## config.mk

```make
export PLATFORM = sky130hd
export DESIGN_NAME = hsv_to_rgb_converter
export DESIGN_NICKNAME = d
export VERILOG_FILES = /design/src/hw/rtl/hsv2rgb_pkg.sv /design/src/hw/rtl/hsv_to_rgb_converter.sv
export SDC_FILE = /design/constraint.sdc
export NUM_CORES = 1
export LEC_CHECK = 0
export BUFFER_PORTS_ARGS = -buffer_cell sky130_fd_sc_hd__buf_2
export CORE_MARGIN = 3
export CORE_UTILIZATION = 32
export CTS_CLUSTER_SIZE = 12
export DETAILED_ROUTE_END_ITERATION = 8
export PLACE_DENSITY = 0.44
export SYNTH_ARGS = -nofsm -noshare
export SYNTH_HDL_FRONTEND = slang
export SYNTH_SLANG_ARGS = --single-unit
export TNS_END_PERCENT = 20
```

## constraint.sdc

```tcl
create_clock -name clk -period 8.38 [get_ports clk]
set_clock_uncertainty 0.1 [all_clocks]
set_input_delay 2.095 -clock clk [delete_from_list [all_inputs] [get_ports clk]]
set_output_delay 2.095 -clock clk [all_outputs]
set_load 0.01 [all_outputs]
```

## src/hw/rtl/hsv2rgb_pkg.sv

```systemverilog
// Shared types and fixed constants for the HSV to RGB converter.
`timescale 1ns / 1ps
`default_nettype none

package hsv2rgb_pkg;

  // Input item: hue in degrees, saturation and brightness in percent
  typedef struct packed {
    logic [15:0] hue;
    logic [6:0]  saturation;
    logic [6:0]  brightness;
  } hsv_t;

  // Result item: one 8-bit intensity per channel
  typedef struct packed {
    logic [7:0] red;
    logic [7:0] green;
    logic [7:0] blue;
  } rgb_t;

  // Six 60-degree hue sectors
  typedef enum logic [2:0] {
    SEC_RED_GREEN_UP  = 3'd0,
    SEC_RED_DOWN      = 3'd1,
    SEC_GREEN_BLUE_UP = 3'd2,
    SEC_GREEN_DOWN    = 3'd3,
    SEC_BLUE_RED_UP   = 3'd4,
    SEC_BLUE_DOWN     = 3'd5
  } sector_t;

  localparam logic [6:0]  PCT_FULL    = 7'd100;
  localparam logic [8:0]  HUE_TURN    = 9'd360;
  localparam logic [5:0]  SECTOR_SPAN = 6'd60;

  // Reciprocals for division by a constant: floor(x / d) = (x * R) >> S
  // floor(2^24 / 360); quotient may come out one low, corrected afterward
  localparam logic [15:0] HUE_RECIP   = 16'd46603;
  // ceil(2^19 / 100); exact for x <= 25500
  localparam logic [12:0] PCT_RECIP   = 13'd5243;
  // ceil(2^16 / 60); exact for x < 360
  localparam logic [10:0] SEC_RECIP   = 11'd1093;
  // ceil(2^20 / 60); exact for x <= 255 * 59
  localparam logic [14:0] RAMP_RECIP  = 15'd17477;

endpackage

`default_nettype wire

```

## src/hw/rtl/hsv_to_rgb_converter.sv

```systemverilog
// HSV to RGB converter: seven-stage pipeline, one item per clock.
//
//   channel | signals             | direction | notes
//   --------+---------------------+-----------+--------------------------------
//   input   | start, busy, pixel  | in        | taken when start && !busy
//   result  | done, color         | out       | color valid for the cycle of done
//
// Throughput is one item per clock; busy stays low since nothing inside stalls.
// The pipeline is six arithmetic stages, five of them built around a
// constant-reciprocal multiply, each closed by a register, then the output register.
// Reset clears the valid bits of every stage; items in flight are dropped.
// The receiver cannot stall: each result shows for exactly one cycle.
`timescale 1ns / 1ps
`default_nettype none

module hsv_to_rgb_converter
  import hsv2rgb_pkg::*;
(
  input  wire logic clk,
  input  wire logic rst,
  input  wire logic start,
  output logic      busy,
  input  wire hsv_t pixel,
  output logic      done,
  output rgb_t      color
);

  // Stage valid bits
  logic v1, v2, v3, v4, v5, v6, v7;

  // Stage 1 registers
  logic [15:0] hue1;
  logic [7:0]  quot1;
  logic [14:0] v255_1;
  logic [6:0]  sat1;
  // Stage 2 registers
  logic [8:0]  h2;
  logic [7:0]  peak2;
  logic [6:0]  sat2;
  // Stage 3 registers
  logic [8:0]  h3;
  logic [2:0]  sector3;
  logic [7:0]  peak3;
  logic [14:0] base_prod3;
  // Stage 4 registers
  sector_t     sector4;
  logic [5:0]  frac4;
  logic [7:0]  peak4;
  logic [7:0]  base4;
  // Stage 5 registers
  sector_t     sector5;
  logic [13:0] ramp_prod5;
  logic [7:0]  peak5;
  logic [7:0]  base5;
  // Stage 6 registers
  sector_t     sector6;
  logic [7:0]  ramp6;
  logic [7:0]  peak6;
  logic [7:0]  base6;

  // Combinational terms
  logic [6:0]  sat_clamp, bri_clamp;
  logic [31:0] hue_prod;
  logic [16:0] hue_rem;
  logic [27:0] peak_prod;
  logic [19:0] sec_prod;
  logic [8:0]  sec_start;
  logic [8:0]  frac_wide;
  logic [27:0] base_prod;
  logic [7:0]  diff5;
  logic [28:0] ramp_full;
  logic [7:0]  up6, down6;
  rgb_t        color_next;

  // Never stalls
  assign busy = 1'b0;

  // Advance valid bits
  always_ff @(posedge clk) begin
    if (rst) begin
      v1 <= 1'b0;
      v2 <= 1'b0;
      v3 <= 1'b0;
      v4 <= 1'b0;
      v5 <= 1'b0;
      v6 <= 1'b0;
      v7 <= 1'b0;
    end else begin
      v1 <= start && !busy;
      v2 <= v1;
      v3 <= v2;
      v4 <= v3;
      v5 <= v4;
      v6 <= v5;
      v7 <= v6;
    end
  end

  // Stage 1: clamp percents, estimate hue / 360, form brightness * 255
  assign sat_clamp = (pixel.saturation > PCT_FULL) ? PCT_FULL : pixel.saturation;
  assign bri_clamp = (pixel.brightness > PCT_FULL) ? PCT_FULL : pixel.brightness;
  assign hue_prod  = {16'd0, pixel.hue} * {16'd0, HUE_RECIP};

  always_ff @(posedge clk) begin
    hue1   <= pixel.hue;
    quot1  <= hue_prod[31:24];
    v255_1 <= {bri_clamp, 8'd0} - {8'd0, bri_clamp};
    sat1   <= sat_clamp;
  end

  // Stage 2: finish hue mod 360, peak = floor(v * 255 / 100)
  assign hue_rem   = {1'b0, hue1} - ({9'd0, quot1} * {8'd0, HUE_TURN});
  assign peak_prod = {13'd0, v255_1} * {15'd0, PCT_RECIP};

  always_ff @(posedge clk) begin
    h2    <= (hue_rem >= {8'd0, HUE_TURN}) ? 9'(hue_rem - {8'd0, HUE_TURN})
                                           : hue_rem[8:0];
    peak2 <= peak_prod[26:19];
    sat2  <= sat1;
  end

  // Stage 3: sector = h / 60, start the floor product
  assign sec_prod = {11'd0, h2} * {9'd0, SEC_RECIP};

  always_ff @(posedge clk) begin
    h3         <= h2;
    sector3    <= sec_prod[18:16];
    peak3      <= peak2;
    base_prod3 <= {7'd0, peak2} * {8'd0, 7'(PCT_FULL - sat2)};
  end

  // Stage 4: position inside the sector, floor = base_prod / 100
  assign sec_start = {6'd0, sector3} * {3'd0, SECTOR_SPAN};
  assign frac_wide = h3 - sec_start;
  assign base_prod = {13'd0, base_prod3} * {15'd0, PCT_RECIP};

  always_ff @(posedge clk) begin
    sector4 <= sector_t'(sector3);
    frac4   <= frac_wide[5:0];
    peak4   <= peak3;
    base4   <= base_prod[26:19];
  end

  // Stage 5: span times position
  assign diff5 = peak4 - base4;

  always_ff @(posedge clk) begin
    sector5    <= sector4;
    ramp_prod5 <= {6'd0, diff5} * {8'd0, frac4};
    peak5      <= peak4;
    base5      <= base4;
  end

  // Stage 6: ramp = ramp_prod / 60
  assign ramp_full = {15'd0, ramp_prod5} * {14'd0, RAMP_RECIP};

  always_ff @(posedge clk) begin
    sector6 <= sector5;
    ramp6   <= ramp_full[27:20];
    peak6   <= peak5;
    base6   <= base5;
  end

  // Stage 7: pick the channel roles for the sector
  assign up6   = base6 + ramp6;
  assign down6 = peak6 - ramp6;

  always_comb begin
    unique case (sector6)
      SEC_RED_GREEN_UP:  color_next = '{red: peak6, green: up6,   blue: base6};
      SEC_RED_DOWN:      color_next = '{red: down6, green: peak6, blue: base6};
      SEC_GREEN_BLUE_UP: color_next = '{red: base6, green: peak6, blue: up6};
      SEC_GREEN_DOWN:    color_next = '{red: base6, green: down6, blue: peak6};
      SEC_BLUE_RED_UP:   color_next = '{red: up6,   green: base6, blue: peak6};
      SEC_BLUE_DOWN:     color_next = '{red: peak6, green: base6, blue: down6};
      default:           color_next = '{red: peak6, green: base6, blue: down6};
    endcase
  end

  always_ff @(posedge clk) begin
    color <= color_next;
  end

  assign done = v7;

  // A result only follows an item accepted earlier
  a_done_has_item: assert property (@(posedge clk) disable iff (rst)
    done |-> $past(start && !busy, 7))
    else $error("result without a matching item");

  // Reduced hue stays inside one turn and its sector index stays at most five
  a_hue_reduced: assert property (@(posedge clk) disable iff (rst)
    v3 |-> (h3 < HUE_TURN) && (sector3 <= 3'd5))
    else $error("hue reduction out of range");

  // Position inside a sector stays below its span
  a_frac_range: assert property (@(posedge clk) disable iff (rst)
    v4 |-> (frac4 < SECTOR_SPAN))
    else $error("sector position out of range");

  // Floor never exceeds peak
  a_base_le_peak: assert property (@(posedge clk) disable iff (rst)
    v4 |-> (base4 <= peak4))
    else $error("floor level above peak");

  // Ramp never spans more than peak minus floor
  a_ramp_range: assert property (@(posedge clk) disable iff (rst)
    v6 |-> ({1'b0, ramp6} + {1'b0, base6} <= {1'b0, peak6}))
    else $error("ramp exceeds level span");

endmodule

`default_nettype wire
```

# Word-level counts from Yosys, hierarchy flattened

Cells that the tools add are included.

Bits in registers: 218
Output and inout port bits: 26
Input bits: 33
Logic and storage cells: 61

Equal/unequal tests: 4
Multiplexer cells: 3
Add/subtract/negate cells: 8
$mul: 9
Order comparisons: 3
Reductions and logical operators: 1

Operators with widths:

| cell                     | number |
|---|---|
| $pmux W24 S5             | 1 |
| $mul A15 B13 Y27 const B | 2 |
| $mul A16 B16 Y32 const B | 1 |
| $mul A14 B15 Y28 const B | 1 |
| $mul A9 B11 Y19 const B  | 1 |
| $ge A17 B9 Y1 const B    | 1 |
| $sub A16 B17 Y17         | 1 |
| $sub A8 B8 Y8            | 2 |
| $mul A8 B7 Y15           | 1 |
| $sub A15 B7 Y15          | 1 |
| $gt A7 B7 Y1 const B     | 2 |
| $mul A8 B6 Y14           | 1 |
| $mul A8 B6 Y14 const B   | 1 |
| $mux W9                  | 1 |
| $sub A9 B9 Y9 const B    | 1 |
| $add A8 B8 Y8            | 1 |
| $mux W7                  | 1 |
| $sub A7 B7 Y7 const A    | 1 |
| $eq A3 B2 Y1 const B     | 2 |
| $sub A6 B6 Y6            | 1 |
| $mul A3 B4 Y4 const B    | 1 |
| $eq A3 B1 Y1 const B     | 1 |
| $eq A3 B3 Y1 const B     | 1 |
| $logic_not A3 Y1         | 1 |

# Logic depth before layout (Yosys ltp)

Depth in word-level cells: 4
Gate-level depth with buffers: 25
Depth with buffers taken out: 25

# Worst setup path before layout

OpenSTA, ideal clock, no wires.

Path type: in2reg
Start: in pixel[16] (netlist name)
End: reg quot1[6]
Cell stages on the path: 20
Path slack: 1.393 ns
Arrival: 6.815 ns
Library setup time: 0.072 ns
Path buffers: 0
Data required time: 8.208 ns
Path through: ha_1 inv_1 fa_1 inv_1 fa_1 inv_1 fa_1 fa_1 inv_1 fa_1 ha_1 nand3_1 o221ai_1 a21oi_1 nor2_1 a311oi_1 a31oi_1 a21o_1 a21oi_1 xnor2_1

Word-level cells in the longest chain between the ends: 1

RTL lines:

| item                   | line                        | RTL |
|---|---|---|
| start, declared        | hsv_to_rgb_converter.sv:23  | `input wire hsv_t pixel,` |
| $mul A16 B16 Y32       | hsv_to_rgb_converter.sv:102 | `assign hue_prod = {16'd0, pixel.hue} * {16'd0, HUE_RECIP};` |
| named net hue_prod[30] | hsv_to_rgb_converter.sv:63  | `logic [31:0] hue_prod;` |
| end signal, assigned   | hsv_to_rgb_converter.sv:106 | `quot1 <= hue_prod[31:24];` |
| end, declared          | hsv_to_rgb_converter.sv:33  | `logic [7:0] quot1;` |

The timed path passes the listed nets, and every way through them passes these cells.
A chain may end at the register's enable or synchronous reset.

# Final worst setup path

Ends and elaborated chain as after synthesis.

==> run summary <==
The critical path launch point was pixel[16]. STA puts the critical path data required time at 8770 ps. Share of synthesized registers carrying an async set or reset: 0. The clock net in this run drives a total of 218 sinks.

For the final routed database, the setup TNS stands at 0 ps. The violation count after the first detailed-route iteration came out at 410. Across the whole layout, storage elements account for 0.00436 mm². The worst setup path is launched from a primary input. For the worst setup path, the data arrival time is 7400 ps. Once routing completed, OpenROAD measured the worst setup slack at 1370 ps. The layout cell share with drive strength beyond 1 was 0.0547. The setup check on the worst reg-to-reg path leaves a slack of 2250 ps.

Of all nets on the critical path, the largest fanout is 4. Using the TritonRoute via totals, the vias-per-cell ratio works out to 4.50. For the pin with the worst max-slew slack, the measured transition is 839 ps.

During placement, the flow inserted port buffers numbering 57. The multi-input logic area came out at 0.0177 mm². The tools report the worst-case hold path end point as sector5[0]$_DFF_P_. The tools report the clock tree buffer depth as 3. The clock network latency to the later pin of the worst-skew pair came out at 590 ps. The mean area per synthesized cell came out at 9.88 µm². The first global-routing pass estimated 88.0 mm of wire. The floorplan has 100 rows.

Compared with the post-synthesis result, the final layout area differs by 10.2%. The fraction of the cycle the final worst path needs was 0.837; the top cell type's share of synthesized area was 0.279. Sorting the synthesized cells by area gives the leading types as ha_1 (28%), fa_1 (25%), dfxtp_1 (18%). The final max-slew violation count is 0, and the gate count of the mapped netlist is 2464. The tools report the hold buffer count at cts as 0.

The count of warnings emitted by yosys is 0. Sorting the synthesized cells by how often they occur yields inv_1 (571), ha_1 (543), fa_1 (299). The total vias in the final route came out at 15.9k.

The worst setup path is of the primary input to register kind. Counting flops and latches in the post-synthesis netlist gives 218. The number of different library cells used by synthesis comes to 71. The width of the die is 282 µm. In this run the critical register-to-register path is captured at base_prod3[14]$_DFF_P_. For the worst flop-to-flop path, the logic depth is 24.

The startpoint of the worst-slack reg-to-reg timing path is sat2[0]$_DFF_P_. The number of gates resized after CTS was 0. For the number of global-route vias before repair, the log shows 17.5k.

TritonCTS built the clock tree. The largest net degree at the start of global routing came out at 42. The final weighted congestion in routability-driven placement is 0.852, and the worst slack at placement is 777 ps. The cell area that synthesis handed to floorplanning was 0.0243 mm².

The run finished with clean final reports. The cell sitting at the root of the clock tree is a clkbuf_16. Across the run, the number of max-cap violations was 0. Number of cells on the worst hold path: 0. The tightest min-delay check is of the register to register type.

The y dimension of the die was 282 µm. Relative max-transition margin: 0.436. In this run the remaining antenna-violating nets after routing total 0. The count of flip-flops with a built-in enable after synthesis was 0.

Setup repair after global routing left no endpoint under its margin. For the final global-route overflow total, the log shows 0. Summed over all instances, the cell type with the most area after synthesis is ha_1. The worst setup path is captured at a register. The shortest period the worst path allows was 7010 ps; the core region area was 0.0748 mm².

The clock-pin slew reported for the worst setup and hold paths after clock tree synthesis works out to 60 ps. In this run the most critical hold path is launched from sector4[0]$_DFF_P_. For this run, the detailed router's first-pass iteration total came to 5. For the sequential-to-total area share from yosys stat, the log shows 0.179.

Post-CTS setup buffer count: 0. In this run the count of I/O pins placed on the die edge is 59. The number of nets in the synthesized netlist is 3339.

The logs give 0.325 for the effective utilization at floorplan and 45.0 mm for the placed wire-length estimate. The count of H-tree levels built during CTS was 1; the highest achievable clock rate was 143 MHz. Dividing the detail-routed wire length by the instance count gives 14.6 µm.

The detailed-route wire length came out at 51.7 mm. The run gives 29 as the number of clock buffers inserted by TritonCTS. The initial antenna violation count came out at 1. Most used flip-flop cell after synthesis: dfxtp_1.

For the aggregate global-route resource usage, the log shows 0.137. The tools report the final layout net count as 3410. Setup violations remaining at the end of the flow were counted as 0. The run gives 0.0794 mm² as the total die area. In the routed design, unresolved DRC markers number 0. After filler insertion, the fill cell instance count of the layout stands at 7620.

Among all cell types in the netlist, the one instantiated most often is inv_1. Number of endpoints with negative hold slack in the final report: 0.
==> routing by layer <==
| layer | global-route usage | vias to the layer above | part of all wire |
|---|---|---|---|
| met5 | 0 | - | 0 |
| met4 | 0.0325 | 0 | 0.020 |
| met3 | 0.0151 | 51 | 0.024 |
| met2 | 0.238 | 145 | 0.47 |
| met1 | 0.181 | 7626 | 0.48 |
| li1 | - | 8038 | - |
==> cells by family after synthesis <==
kind of cell,after synthesis,synth area share
fa+ha+maj,842,0.525
buf+inv,593,0.0916
simple gates,374,0.0728
compound gates,293,0.0775
flops,218,0.179
xor+xnor,119,0.0431
mux,24,0.0103
other cells,1,0.000154
==> flip-flops by register name, summed over array words and instances (netlist names), 9 cells and up <==
name / count
hue1: 16
h2: 9
color: 24
base_prod3: 15
v255_1: 15
ramp_prod5: 14
==> metrics by stage <==
step | util | instance area, µm² | hold WS [ps] | cells
floorplan | - | 24300 | 210 | 2464
global placement | 0.345 | 25800 | 211 | 3473
detailed placement | 0.345 | 25800 | 212 | 3473
CTS | 0.358 | 26800 | 212 | 3527
global route | 0.358 | 26800 | 218 | 3527
finish | 0.358 | 26800 | 221 | 3528
==> critical path, stage by stage <==
cell      delay [ps]
buf_2            130
ha_1             360
inv_1             90
fa_1             530
inv_1             60
fa_1             520
inv_1             50
fa_1             500
fa_1             540
inv_1             50
fa_1             470
ha_1             300
nand3_1          110
o221ai_1         130
a21oi_1          210
nor2_1            70
a311oi_1         390
a31oi_1          230
a21o_1           260
a21oi_1          180
xnor2_1          130
==> cell type report <==
| cell class | count | area share |
|---|---|---|
| inverter | 572 | 0.0800 |
| clock buffer | 37 | 0.0304 |
| clock inverter | 17 | 0.00844 |
| multi-input combinational | 1653 | 0.661 |
| sequential | 218 | 0.163 |
| antenna | 1 | 0.0000933 |
| tap | 969 | 0.0452 |
| timing repair buffer | 61 | 0.0118 |
==> worst max-delay path by stage <==
stage,end,slack [ps],cells after the start
finish,quot1[6]$_DFF_P_,1370,21
global route,quot1[6]$_DFF_P_,1040,21
CTS,quot1[6]$_DFF_P_,1380,21
detailed placement,quot1[6]$_DFF_P_,780,21
global placement,quot1[6]$_DFF_P_,810,19
floorplan,quot1[6]$_DFF_P_,1390,20
==> layout by cell type, fill, tap and decap left out, drive strengths merged, types with 26 or more instances in the layout <==
cell type  count
a21o          26
a21oi         84
and2          46
buf           61
clkbuf        37
dfxtp        218
fa           299
ha           543
inv          577
nand2        145
nor2          73
nor2b         30
o21ai         65
xnor2         84
xor2          35
Power is left out: the tool's default activity adds up to more than one toggle a clock period on the data nets, which glitch-free logic cannot reach.
